`config.mk`:
```
export PLATFORM = sky130hd
export DESIGN_NAME = utf8_stream_validator
export DESIGN_NICKNAME = d
export VERILOG_FILES = /design/src/hdl/utf8v_pkg.sv /design/src/hdl/utf8_stream_validator.sv /design/src/hdl/utf8v_step.sv
export SDC_FILE = /design/constraint.sdc
export NUM_CORES = 1
export LEC_CHECK = 0
export BUFFER_PORTS_ARGS = -buffer_cell sky130_fd_sc_hd__buf_2
export CORE_UTILIZATION = 55
export CTS_CLUSTER_DIAMETER = 100
export DETAILED_ROUTE_END_ITERATION = 6
export GPL_ROUTABILITY_DRIVEN = 1
export PLACE_DENSITY_LB_ADDON = 0.15
export SYNTH_ARGS = -nofsm -noshare
export SYNTH_HDL_FRONTEND = slang
export SYNTH_SLANG_ARGS = --single-unit
```
`constraint.sdc`:
```
create_clock -name i_clk -period 3.4 [get_ports i_clk]
set_clock_uncertainty 0.2 [all_clocks]
set_input_delay 0.68 -clock i_clk [delete_from_list [all_inputs] [get_ports i_clk]]
set_output_delay 0.68 -clock i_clk [all_outputs]
set_load 0.02 [all_outputs]
```
`src/hdl/utf8v_pkg.sv`:
```
// Shared types and constants for the UTF-8 stream validator.
// Used by utf8v_step and utf8_stream_validator; no dependencies.
package utf8v_pkg;

    // Field widths
    localparam int unsigned DataW    = 8;
    localparam int unsigned PendW    = 2;
    localparam int unsigned AccumW   = 21;
    localparam int unsigned SeqLenW  = 2;

    // Single-byte limits
    localparam logic [DataW-1:0] CtrlLimit = 8'h20;
    localparam logic [DataW-1:0] DelChar   = 8'h7f;

    // Sequence lengths, counted in continuation bytes
    localparam logic [SeqLenW-1:0] SeqTwoByte   = 2'd1;
    localparam logic [SeqLenW-1:0] SeqThreeByte = 2'd2;
    localparam logic [SeqLenW-1:0] SeqFourByte  = 2'd3;

    // Code point limits
    localparam logic [AccumW-1:0] MinTwoByte   = 21'h00080;
    localparam logic [AccumW-1:0] MinThreeByte = 21'h00800;
    localparam logic [AccumW-1:0] MinFourByte  = 21'h10000;
    localparam logic [AccumW-1:0] MaxCodePoint = 21'h10ffff;
    localparam logic [AccumW-1:0] SurrLow      = 21'h0d800;
    localparam logic [AccumW-1:0] SurrHigh     = 21'h0dfff;

    // Decoder state carried from byte to byte
    typedef struct packed {
        logic [PendW-1:0]   pending_count;
        logic [AccumW-1:0]  code_accum;
        logic [SeqLenW-1:0] seq_length;
        logic               error_seen;
    } t_dec_state;

    localparam t_dec_state DecStateReset = '{
        pending_count: '0,
        code_accum:    '0,
        seq_length:    '0,
        error_seen:    1'b0
    };

endpackage

```
`src/hdl/utf8_stream_validator.sv`:
```
// Top level of the UTF-8 stream validator: input register, decoder state,
// result register. Depends on utf8v_pkg and utf8v_step.
//
// Usage:
//   Input channel (i_valid / o_stall) carries one byte of a string per
//   transaction in i_data_byte, with i_last_byte set on the final byte.
//   Output channel (o_valid / i_stall) carries one transaction per string,
//   o_string_valid = 1 when the whole string is well-formed UTF-8 with no
//   control characters.
//   Throughput: one byte per cycle while no final byte waits for a
//   busy result register, set by the single decode step between the
//   input register and the state/result registers.
//   Verdict path: the final byte is decoded from the input register
//   into the result register, which drives o_valid.
//   Stalls: while a verdict waits under i_stall, non-final bytes still
//   flow through; a final byte is held in the input register until the
//   result register is free, and o_stall is raised behind it.
//   Reset: i_rst_n (synchronous, active low) empties both registers and
//   returns the decoder to the start of a string.
module utf8_stream_validator (
    input  logic                          i_clk,
    input  logic                          i_rst_n,
    input  logic                          i_valid,
    output logic                          o_stall,
    input  logic [utf8v_pkg::DataW-1:0]   i_data_byte,
    input  logic                          i_last_byte,
    output logic                          o_valid,
    input  logic                          i_stall,
    output logic                          o_string_valid
);

    logic                          r_in_valid;
    logic [utf8v_pkg::DataW-1:0]   r_data_byte;
    logic                          r_last_byte;
    utf8v_pkg::t_dec_state         r_state;
    utf8v_pkg::t_dec_state         n_state;
    logic                          r_out_valid;
    logic                          r_string_valid;
    logic                          n_string_valid;
    logic                          out_free;
    logic                          advance;
    logic                          in_take;

    // Decode the held byte against the current state
    utf8v_step u_step (
        .i_state        (r_state),
        .i_data_byte    (r_data_byte),
        .i_last_byte    (r_last_byte),
        .o_state        (n_state),
        .o_string_valid (n_string_valid)
    );

    // Handshake: a final byte needs a free result slot to advance
    assign out_free = ~r_out_valid | ~i_stall;
    assign advance  = r_in_valid & (~r_last_byte | out_free);
    assign o_stall  = r_in_valid & ~advance;
    assign in_take  = i_valid & ~o_stall;

    // Input register
    always_ff @(posedge i_clk) begin
        if (!i_rst_n) begin
            r_in_valid <= 1'b0;
        end else if (in_take) begin
            r_in_valid <= 1'b1;
        end else if (advance) begin
            r_in_valid <= 1'b0;
        end
    end

    always_ff @(posedge i_clk) begin
        if (in_take) begin
            r_data_byte <= i_data_byte;
            r_last_byte <= i_last_byte;
        end
    end

    // Decoder state: advance once per processed byte
    always_ff @(posedge i_clk) begin
        if (!i_rst_n) begin
            r_state <= utf8v_pkg::DecStateReset;
        end else if (advance) begin
            r_state <= n_state;
        end
    end

    // Result register: load on a final byte, drop when taken
    always_ff @(posedge i_clk) begin
        if (!i_rst_n) begin
            r_out_valid <= 1'b0;
        end else if (advance && r_last_byte) begin
            r_out_valid <= 1'b1;
        end else if (!i_stall) begin
            r_out_valid <= 1'b0;
        end
    end

    always_ff @(posedge i_clk) begin
        if (advance && r_last_byte) begin
            r_string_valid <= n_string_valid;
        end
    end

    assign o_valid        = r_out_valid;
    assign o_string_valid = r_string_valid;

endmodule

```
`src/hdl/utf8v_step.sv`:
```
// Per-byte UTF-8 decode step: next decoder state and string verdict.
// Purely combinational; depends on utf8v_pkg.
module utf8v_step (
    input  utf8v_pkg::t_dec_state           i_state,
    input  logic [utf8v_pkg::DataW-1:0]     i_data_byte,
    input  logic                            i_last_byte,
    output utf8v_pkg::t_dec_state           o_state,
    output logic                            o_string_valid
);

    utf8v_pkg::t_dec_state       s;
    logic [utf8v_pkg::AccumW-1:0] acc;
    logic [utf8v_pkg::AccumW-1:0] min_val;
    logic [utf8v_pkg::PendW-1:0]  pend_dec;

    // Overlong minimum for the current sequence length
    always_comb begin
        case (i_state.seq_length)
            utf8v_pkg::SeqTwoByte:   min_val = utf8v_pkg::MinTwoByte;
            utf8v_pkg::SeqThreeByte: min_val = utf8v_pkg::MinThreeByte;
            default:                 min_val = utf8v_pkg::MinFourByte;
        endcase
    end

    // Shift in six payload bits of a continuation byte
    assign acc      = {i_state.code_accum[utf8v_pkg::AccumW-7:0], i_data_byte[5:0]};
    assign pend_dec = i_state.pending_count - utf8v_pkg::PendW'(1);

    // Decode one byte as a lead or continuation byte
    always_comb begin
        s = i_state;
        if (i_state.pending_count == '0) begin
            if (i_data_byte[7] == 1'b0) begin
                if (i_data_byte < utf8v_pkg::CtrlLimit || i_data_byte == utf8v_pkg::DelChar) begin
                    s.error_seen = 1'b1;
                end
            end else if (i_data_byte inside {[8'hc2:8'hdf]}) begin
                s.pending_count = 2'd1;
                s.seq_length    = utf8v_pkg::SeqTwoByte;
                s.code_accum    = {16'd0, i_data_byte[4:0]};
            end else if (i_data_byte inside {[8'he0:8'hef]}) begin
                s.pending_count = 2'd2;
                s.seq_length    = utf8v_pkg::SeqThreeByte;
                s.code_accum    = {17'd0, i_data_byte[3:0]};
            end else if (i_data_byte inside {[8'hf0:8'hf4]}) begin
                s.pending_count = 2'd3;
                s.seq_length    = utf8v_pkg::SeqFourByte;
                s.code_accum    = {18'd0, i_data_byte[2:0]};
            end else begin
                s.error_seen = 1'b1;
            end
        end else if (i_data_byte[7:6] != 2'b10) begin
            // Bad continuation: flag and resync on lead bytes
            s.error_seen    = 1'b1;
            s.pending_count = '0;
        end else begin
            s.code_accum    = acc;
            s.pending_count = pend_dec;
            if (pend_dec == '0) begin
                if (acc < min_val || acc > utf8v_pkg::MaxCodePoint ||
                    (acc >= utf8v_pkg::SurrLow && acc <= utf8v_pkg::SurrHigh)) begin
                    s.error_seen = 1'b1;
                end
            end
        end
    end

    // Close the string on its last byte: truncation check and state clear
    always_comb begin
        o_string_valid = ~(s.error_seen | (s.pending_count != '0));
        o_state        = i_last_byte ? utf8v_pkg::DecStateReset : s;
    end

endmodule

```
==> results of run 1 <==
[final cells by class]
| type | instances | area share, % |
|---|---|---|
| clock buffers | 6 | 2.41 |
| inverters | 11 | 2.41 |
| well taps | 31 | 2.26 |
| multi-input cells | 108 | 44.8 |
| repair buffers | 15 | 4.37 |
| clock inverters | 2 | 0.656 |
| flip-flops and latches | 32 | 43.1 |
[routing by layer]
metal | up-vias | part of all wire, % | routed length (um) | track usage, %
met2 | 43 | 45 | 1550 | 35.7
met4 | 0 | 3.2 | 108 | 11.1
met5 | - | 0 | 0 | 0
met1 | 632 | 47 | 1600 | 31.0
li1 | 635 | - | - | -
met3 | 10 | 4.7 | 160 | 7.21
[sequential cells by signal, summed over array words and instances, names as in the netlist]
register,count
o_string_valid,1
o_valid,1
r_state,20
r_in_valid,1
r_data_byte,8
r_last_byte,1
[kinds of logic after synthesis]
group / Yosys count
flops: 32
buf+inv: 19
fa+ha+maj: 6
simple gates: 52
compound gates: 50
[worst paths after layout]
kind	from	to	slack, ns	depth (start not counted)
worst min register to register	r_state[3]	r_state[9]	0.29	1
worst min-delay path	r_state[3]	r_state[9]	0.29	1
worst max-delay path	r_state[24]	o_string_valid	1.04	7
worst max register to register	r_state[24]	o_string_valid	1.04	7
[metrics by stage]
| step | power (W) | setup WS [ns] |
|---|---|---|
| after floorplan | 0.000470 | 1.41 |
| after global placement | 0.000483 | 1.22 |
| after detailed placement | 0.000485 | 1.09 |
| after CTS | 0.000684 | 1.07 |
| after global routing | 0.000712 | 0.847 |
| final | 0.000683 | 1.04 |
[cell usage after synthesis, types with 2 or more instances]
library cell and count:
buf_6 3, nand4b_1 4, a21oi_1 7, nand2b_1 3, or3_1 2, clkbuf_1 4, nor2b_1 4, ha_1 6
o41ai_1 3, a21boi_0 4, a31oi_1 3, nor2_1 6, a32o_1 15, o21a_1 3, dfxtp_1 22, nand3_1 6
nor3_1 6, inv_1 11, o21ai_0 6, and3_1 2, nand2_1 10, edfxtp_1 10
[power by group]
group	internal (W)	switching, W	total, W
registers	0.000405	0.0000137	0.000419
logic	0.0000242	0.0000350	0.0000592
clock network	0.0000786	0.000127	0.000206
total	0.000508	0.000176	0.000683
==> results.md, run 1 <==
* Status: finished, final reports clean
* Buf/Inv on CP at 1
* First-pass GRT wire length at 5.76 mm
* Top Ports at 16
* Simple-Gate Fraction of Synth Area at 18.0%
* Final Util at 62.3%
* DRT Pass-1 Iters at 4
* Seq cells post-synth at 32
* Via density at 6.44
* Startpoint Class: register
* Routed Antenna Nets at 0
* Critical path fanouts, max at 13
* Max Transition Viols Final at 0
* Period Utilization, post-route at 69.3%
* Compound-Gate Fraction of Synth Area at 25.2%
* Initial DRC Count at 73
* Mapped Nets at 178
* Most common cell after layout, fill and taps aside: dfxtp_1
* Setup TNS Final at 0 ns
* Share of the synthesized area in the top cell type at 27.4%
* Largest net degree at the start of global routing at 26
* Seq/Total Area, Yosys at 46.1%
* Avg Inst Size Synth at 10.1 um^2
* Port Buf Inserts at 15
* Reg clk slew, reported paths at 0.10 ns
* Overall Global Routing Usage at 23.7%
* Post-CTS Setup Inserts at 0
* RSZ-0062 raised after global routing: no
* Initial cell density of the core at 58.3%
* Critical path's slowest cell: nor3b_1
* H-Tree Depth at 2
* Synth area leaders: dfxtp_1 (27%), edfxtp_1 (19%), a32o_1 (9.3%)
* Die Ht at 56.0 um
* Async SR Flop Fraction at 0%
* Final std cells w/o fill at 205
* Multi-input gate area at 768 um^2
* Fillers at 235
* Post-Synthesis Cells at 159
* WL/cell at 16.7 um
* Post-CTS sizing at 0
* CTS sink count at 32
* Clock latency on the worst-skew pair at 0.33 ns
* N_diodes at 0
* Leakage at 0.642 nW
* Crit Path Category: reg2reg
* Largest area contributor in the netlist: dfxtp_1
* DRC errors left at 0
* Worst Setup End Kind: register
* Slew headroom at 51.8%
* Final Hold Viols at 0
* Clock root buffer: clkbuf_4
* Netlist cell types at 41
* Synth Area in Adders at 4.67%
* Area Growth Syn to Fin at 6.85%
* Total CTS buffers at 5
* Routability cong. at 0.917
* HP Class: reg2reg
* Site row count at 19
* Post-synthesis mux area share at 0%
* Actual slew at the worst max-slew pin at 0.722 ns
* Worst EP arrival at 2.33 ns
* Min Hold Slack at 0.286 ns
* Core area at 2760 um^2
* CP peak stage delay at 0.39 ns
* Vias in the first global route at 1257
* Die ar. at 3140 um^2
* Largest family of logic cells by synthesized area: compound AO/OA/AOI/OAI gates
* Post-Synth XOR/XNOR Area at 0%
* Most frequent cells in the layout: dfxtp_1 (22), a32o_1 (15), buf_2 (15)
* CP delay by family, top: compound AO/OA/AOI/OAI gates
* DIE WIDTH at 56.0 um
* Vias at 1320
* Final net count at 192
* Finished Cell Area at 1720 um^2
* Worst EP required at 3.37 ns
* Pwr/cell area at 398 nW/um^2
* Min Tclk post-route at 2.36 ns
* Grt ovf at 0
* Detail Placement HPWL at 2.49 mm
* MaxCap Viol Count at 0
* Number of synthesized flops with an enable pin at 10
* Share of cells above drive strength 1 at 16.1%
* Setup violations, final at 0
* Worst vdd ir at 361 uV
* Register area at 741 um^2
* Placed cells at 197
* Crit-path cells: inv_1 -> ha_1 -> nor3b_1 -> nand2_1 -> a311oi_1 -> nor2_1 -> a211oi_2
* CTS Buffer Depth at 2
* # hold bufs at CTS at 0
* Detailed-route wire length at 3.42 mm
* Ys Warns at 0
* TritonCTS clock tree: yes
* Dpl cell area at 1660 um^2
* Synth Flop Type: dfxtp_1
* Peak Freq at 0.425 GHz
* Cell Area, Synth at 1610 um^2
* Initial antenna violation count at 0
(Power assumes the default switching activity.)
==> inputs of run 2 (changes only) <==
--- a/config.mk
+++ b/config.mk
@@ -5,8 +5,9 @@
 export SDC_FILE = /design/constraint.sdc
 export NUM_CORES = 1
 export LEC_CHECK = 0
+export ABC_AREA = 1
 export BUFFER_PORTS_ARGS = -buffer_cell sky130_fd_sc_hd__buf_2
-export CORE_UTILIZATION = 55
+export CORE_UTILIZATION = 52
 export CTS_CLUSTER_DIAMETER = 100
 export DETAILED_ROUTE_END_ITERATION = 6
 export GPL_ROUTABILITY_DRIVEN = 1
==> constraint.sdc (replaced) <==
create_clock -name i_clk -period 2.1 [get_ports i_clk]
set_clock_uncertainty 0.2 [all_clocks]
set_input_delay 0.42 -clock i_clk [delete_from_list [all_inputs] [get_ports i_clk]]
set_output_delay 0.42 -clock i_clk [all_outputs]
set_load 0.02 [all_outputs]
==> run 2 against run 1 <==
Net effect: register-to-register slack worse by 0.89 ns; sequential cell count unchanged; sequential share of layout area down 5.4 points; combinational power rose to 3.0 times the previous value; critical path depth up 5; clock-buffer cell count unchanged.
==> results.md, run 2 <==
* Synth Area in Adders at 4.29% (-0.38 points)
* Startpoint Class: register
* WL/cell at 11.1 um (-34%)
* CP peak stage delay at 0.34 ns (-0.05 ns)
* Post-synthesis mux area share at 0% (unchanged)
* Multi-input gate area at 850 um^2 (+11%)
* Largest regs: r_state x20, r_data_byte x8
* Peak Freq at 0.515 GHz (+21%)
* Final net count at 274 (+43%)
* Share of cells above drive strength 1 at 18.8% (+2.7 points)
* DRC errors left at 0 (unchanged)
* Seq cells post-synth at 32 (unchanged)
* Cell Area, Synth at 1750 um^2 (+8.9%)
* Worst vdd ir at 426 uV (+18%)
* Routability cong. at 0.868 (-5.4%)
* Max Transition Viols Final at 0 (unchanged)
* N_diodes at 0 (unchanged)
* Period Utilization, post-route at 92.5% (+23 points)
* Top cell by count, worst path: nand2_1
* Final Hold Viols at 0 (unchanged)
* Slew headroom at 76.9% (+25 points)
* Worst Slack Setup Final at 0.158 ns (-0.886 ns)
* H-Tree Depth at 2 (unchanged)
* Worst Setup End Kind: register
* Clock share of power at 34.9% (+4.8 points)
* Dpl cell area at 1860 um^2 (+12%)
* Worst EP required at 2.01 ns (-1.36 ns)
* CTS sink count at 32 (unchanged)
* First-pass GRT wire length at 5.60 mm (-2.9%)
* MaxCap Viol Count at 0 (unchanged)
* Critical path's slowest cell: dfxtp_2
* Crit-path cells: inv_1 -> ha_1 -> inv_2 -> ha_4 -> a21oi_1 -> o21ai_0 -> nor2_1 -> nand2_1 -> nand2_1 -> nand2_1 -> nand2_1 -> a21oi_1
* Most frequent cells after synthesis: nand2_1 (42), nor2_1 (38), inv_1 (34), dfxtp_1 (22), a21oi_1 (20)
* Ys Warns at 0 (unchanged)
* CTS Buffer Depth at 2 (unchanged)
* DRT Pass-1 Iters at 4 (unchanged)
* Most frequent cells in the layout: nand2_1 (42), nor2_1 (38), inv_1 (33)
* Simple-Gate Fraction of Synth Area at 29.2% (+11 points)
* Dpl ws at 0.0280 ns (-1.06 ns)
* Leakage at 0.926 nW (+44%)
* Vias in the first global route at 1413 (+12%)
* Setup violations, final at 0 (unchanged)
* HP Class: in2reg
* Register area at 742 um^2 (+0.17%)
* Die ar. at 3600 um^2 (+15%)
* Finished Cell Area at 1970 um^2 (+15%)
* Netlist cell types at 31 (-24%)
* Share of the synthesized area in the top cell type at 25.2% (-2.2 points)
* Clock latency on the worst-skew pair at 0.35 ns (+0.02 ns)
* # hold bufs at CTS at 0 (unchanged)
* Most common cell after layout, fill and taps aside: nand2_1
* Largest net degree at the start of global routing at 19 (-27%)
* Critical path fanouts, max at 3 (-10)
* Biggest register: r_state
* Power Internal at 0.000989 W (+95%)
* Gate power share at 13.3% (+4.6 points)
* Switching part of the total power at 26.7% (+0.95 points)
* Die Ht at 60 um (+7.1%)
* NetSw at 0.000359 W (+100%)
* Status: finished, final reports clean
* Pwr/cell area at 686 nW/um^2 (+72%)
* Seq/Total Area, Yosys at 42.3% (-3.8 points)
* Async SR Flop Fraction at 0% (unchanged)
* RSZ-0062 raised after global routing: no
* Mapped Nets at 253 (+42%)
* Initial DRC Count at 87 (+19%)
* Initial antenna violation count at 0 (unchanged)
* Detail Placement HPWL at 2.45 mm (-1.5%)
* Most common cell in the netlist: nand2_1
* Setup TNS Final at 0 ns (unchanged)
* Largest area contributor in the netlist: dfxtp_1
* Avg Inst Size Synth at 7.48 um^2 (-26%)
* Total CTS buffers at 5 (unchanged)
* Final Util at 62.8% (+0.59 points)
* Compound-Gate Fraction of Synth Area at 14.0% (-11 points)
* Synth Flop Type: dfxtp_1
* Site row count at 20 (+1)
* Reg power frac at 51.8% (-9.5 points)
* Post-Synthesis Cells at 234 (+47%)
* Port Buf Inserts at 15 (unchanged)
* Post-Synth XOR/XNOR Area at 0% (unchanged)
* Min Hold Slack at 0.0426 ns (-0.244 ns)
* Core area at 3130 um^2 (+13%)
* Detailed-route wire length at 3.32 mm (-3.0%)
* Initial cell density of the core at 55.9% (-2.3 points)
* Min Tclk post-route at 1.94 ns (-0.414 ns)
* Vias at 1491 (+13%)
* Synth area leaders: dfxtp_1 (25%), edfxtp_1 (17%), nand2_1 (9.0%)
* Worst EP arrival at 1.85 ns (-0.48 ns)
* Fillers at 324 (+38%)
* Top Ports at 16 (unchanged)
* Routed Antenna Nets at 0 (unchanged)
* Via density at 4.97 (-23%)
* Crit Path Category: reg2reg
* Largest family of logic cells by synthesized area: simple AND/OR/NAND/NOR gates
* Clock root buffer: clkbuf_4
* TritonCTS clock tree: yes
* Overall Global Routing Usage at 21.7% (-2.0 points)
* Number of synthesized flops with an enable pin at 10 (unchanged)
* Reg clk slew, reported paths at 0.10 ns (about the same)
* Grt ovf at 0 (unchanged)
* Area Growth Syn to Fin at 12.4%
* DIE WIDTH at 60 um (+7.1%)
* Number of flip-flops under the largest register name at 20 (unchanged)
* Actual slew at the worst max-slew pin at 0.343 ns (-0.379 ns)
[run 2: metal layers]
layer  vias up  part of all wire, %  GRT usage, %
met5         -                    0             0
met4         0                  3.0          14.3
met3         9                  2.7          4.76
met2        23                   49          38.1
met1       667                   45          23.1
li1        792                    -             -
[run 2: worst paths after layout]
kind	slack, ns	cells after the start	startpoint	end
setup reg to reg	0.16	12	r_state[1]	o_string_valid
setup / recovery	0.16	12	r_state[1]	o_string_valid
hold reg to reg	0.30	2	r_state[25]	r_state[25]
hold / removal	0.04	1	i_last_byte	r_last_byte
[run 2: layout make-up]
type	instances	area share, %
clock buffer	6	2.10
clock inverter	2	1.78
inverter	36	7.00
multi-input combinational	161	43.2
sequential	32	37.7
tap	44	2.80
timing repair buffer	19	5.35
[run 2: what timing repair did]
action                     in CTS  in global routing
buffers inserted                0                  1
setup endpoints to repair       0                  5
resized for setup               0                  5
[run 2: power groups by stage]
| stage | logic [W] | clock network (W) | registers, W |
|---|---|---|---|
| after CTS | 0.000178 | 0.000483 | 0.000698 |
| after detailed placement | 0.000177 | 0 | 0.000712 |
| final | 0.000179 | 0.000471 | 0.000698 |
| after global routing | 0.000208 | 0.000501 | 0.000703 |
| after global placement | 0.000172 | 0 | 0.000712 |
| after floorplan | 0.000140 | 0 | 0.000706 |
[run 2: through the flow]
stage          total power [W]  cells
3_3_place_gp          0.000884    291
3_5_place_dp          0.000889    291
4_1_cts                0.00136    299
2_1_floorplan         0.000846    234
5_1_grt                0.00141    300
6_report               0.00135    300
[run 2: critical path, delay by kind of cell (launching register included)]
family / cells / cell delay [ns]
compound gates: 3 / 0.24
fa+ha+maj: 2 / 0.48
buf+inv: 2 / 0.11
flops: 1 / 0.34
simple gates: 5 / 0.32
[run 2: kinds of logic (layout without fill, tap and decap cells)]
logic type	Yosys count	in the layout
AO/OA/AOI/OAI	45	45
flip-flops	32	32
AND/OR/NAND/NOR	110	110
buffers and inverters	41	63
adder cells (fa/ha/maj)	6	6
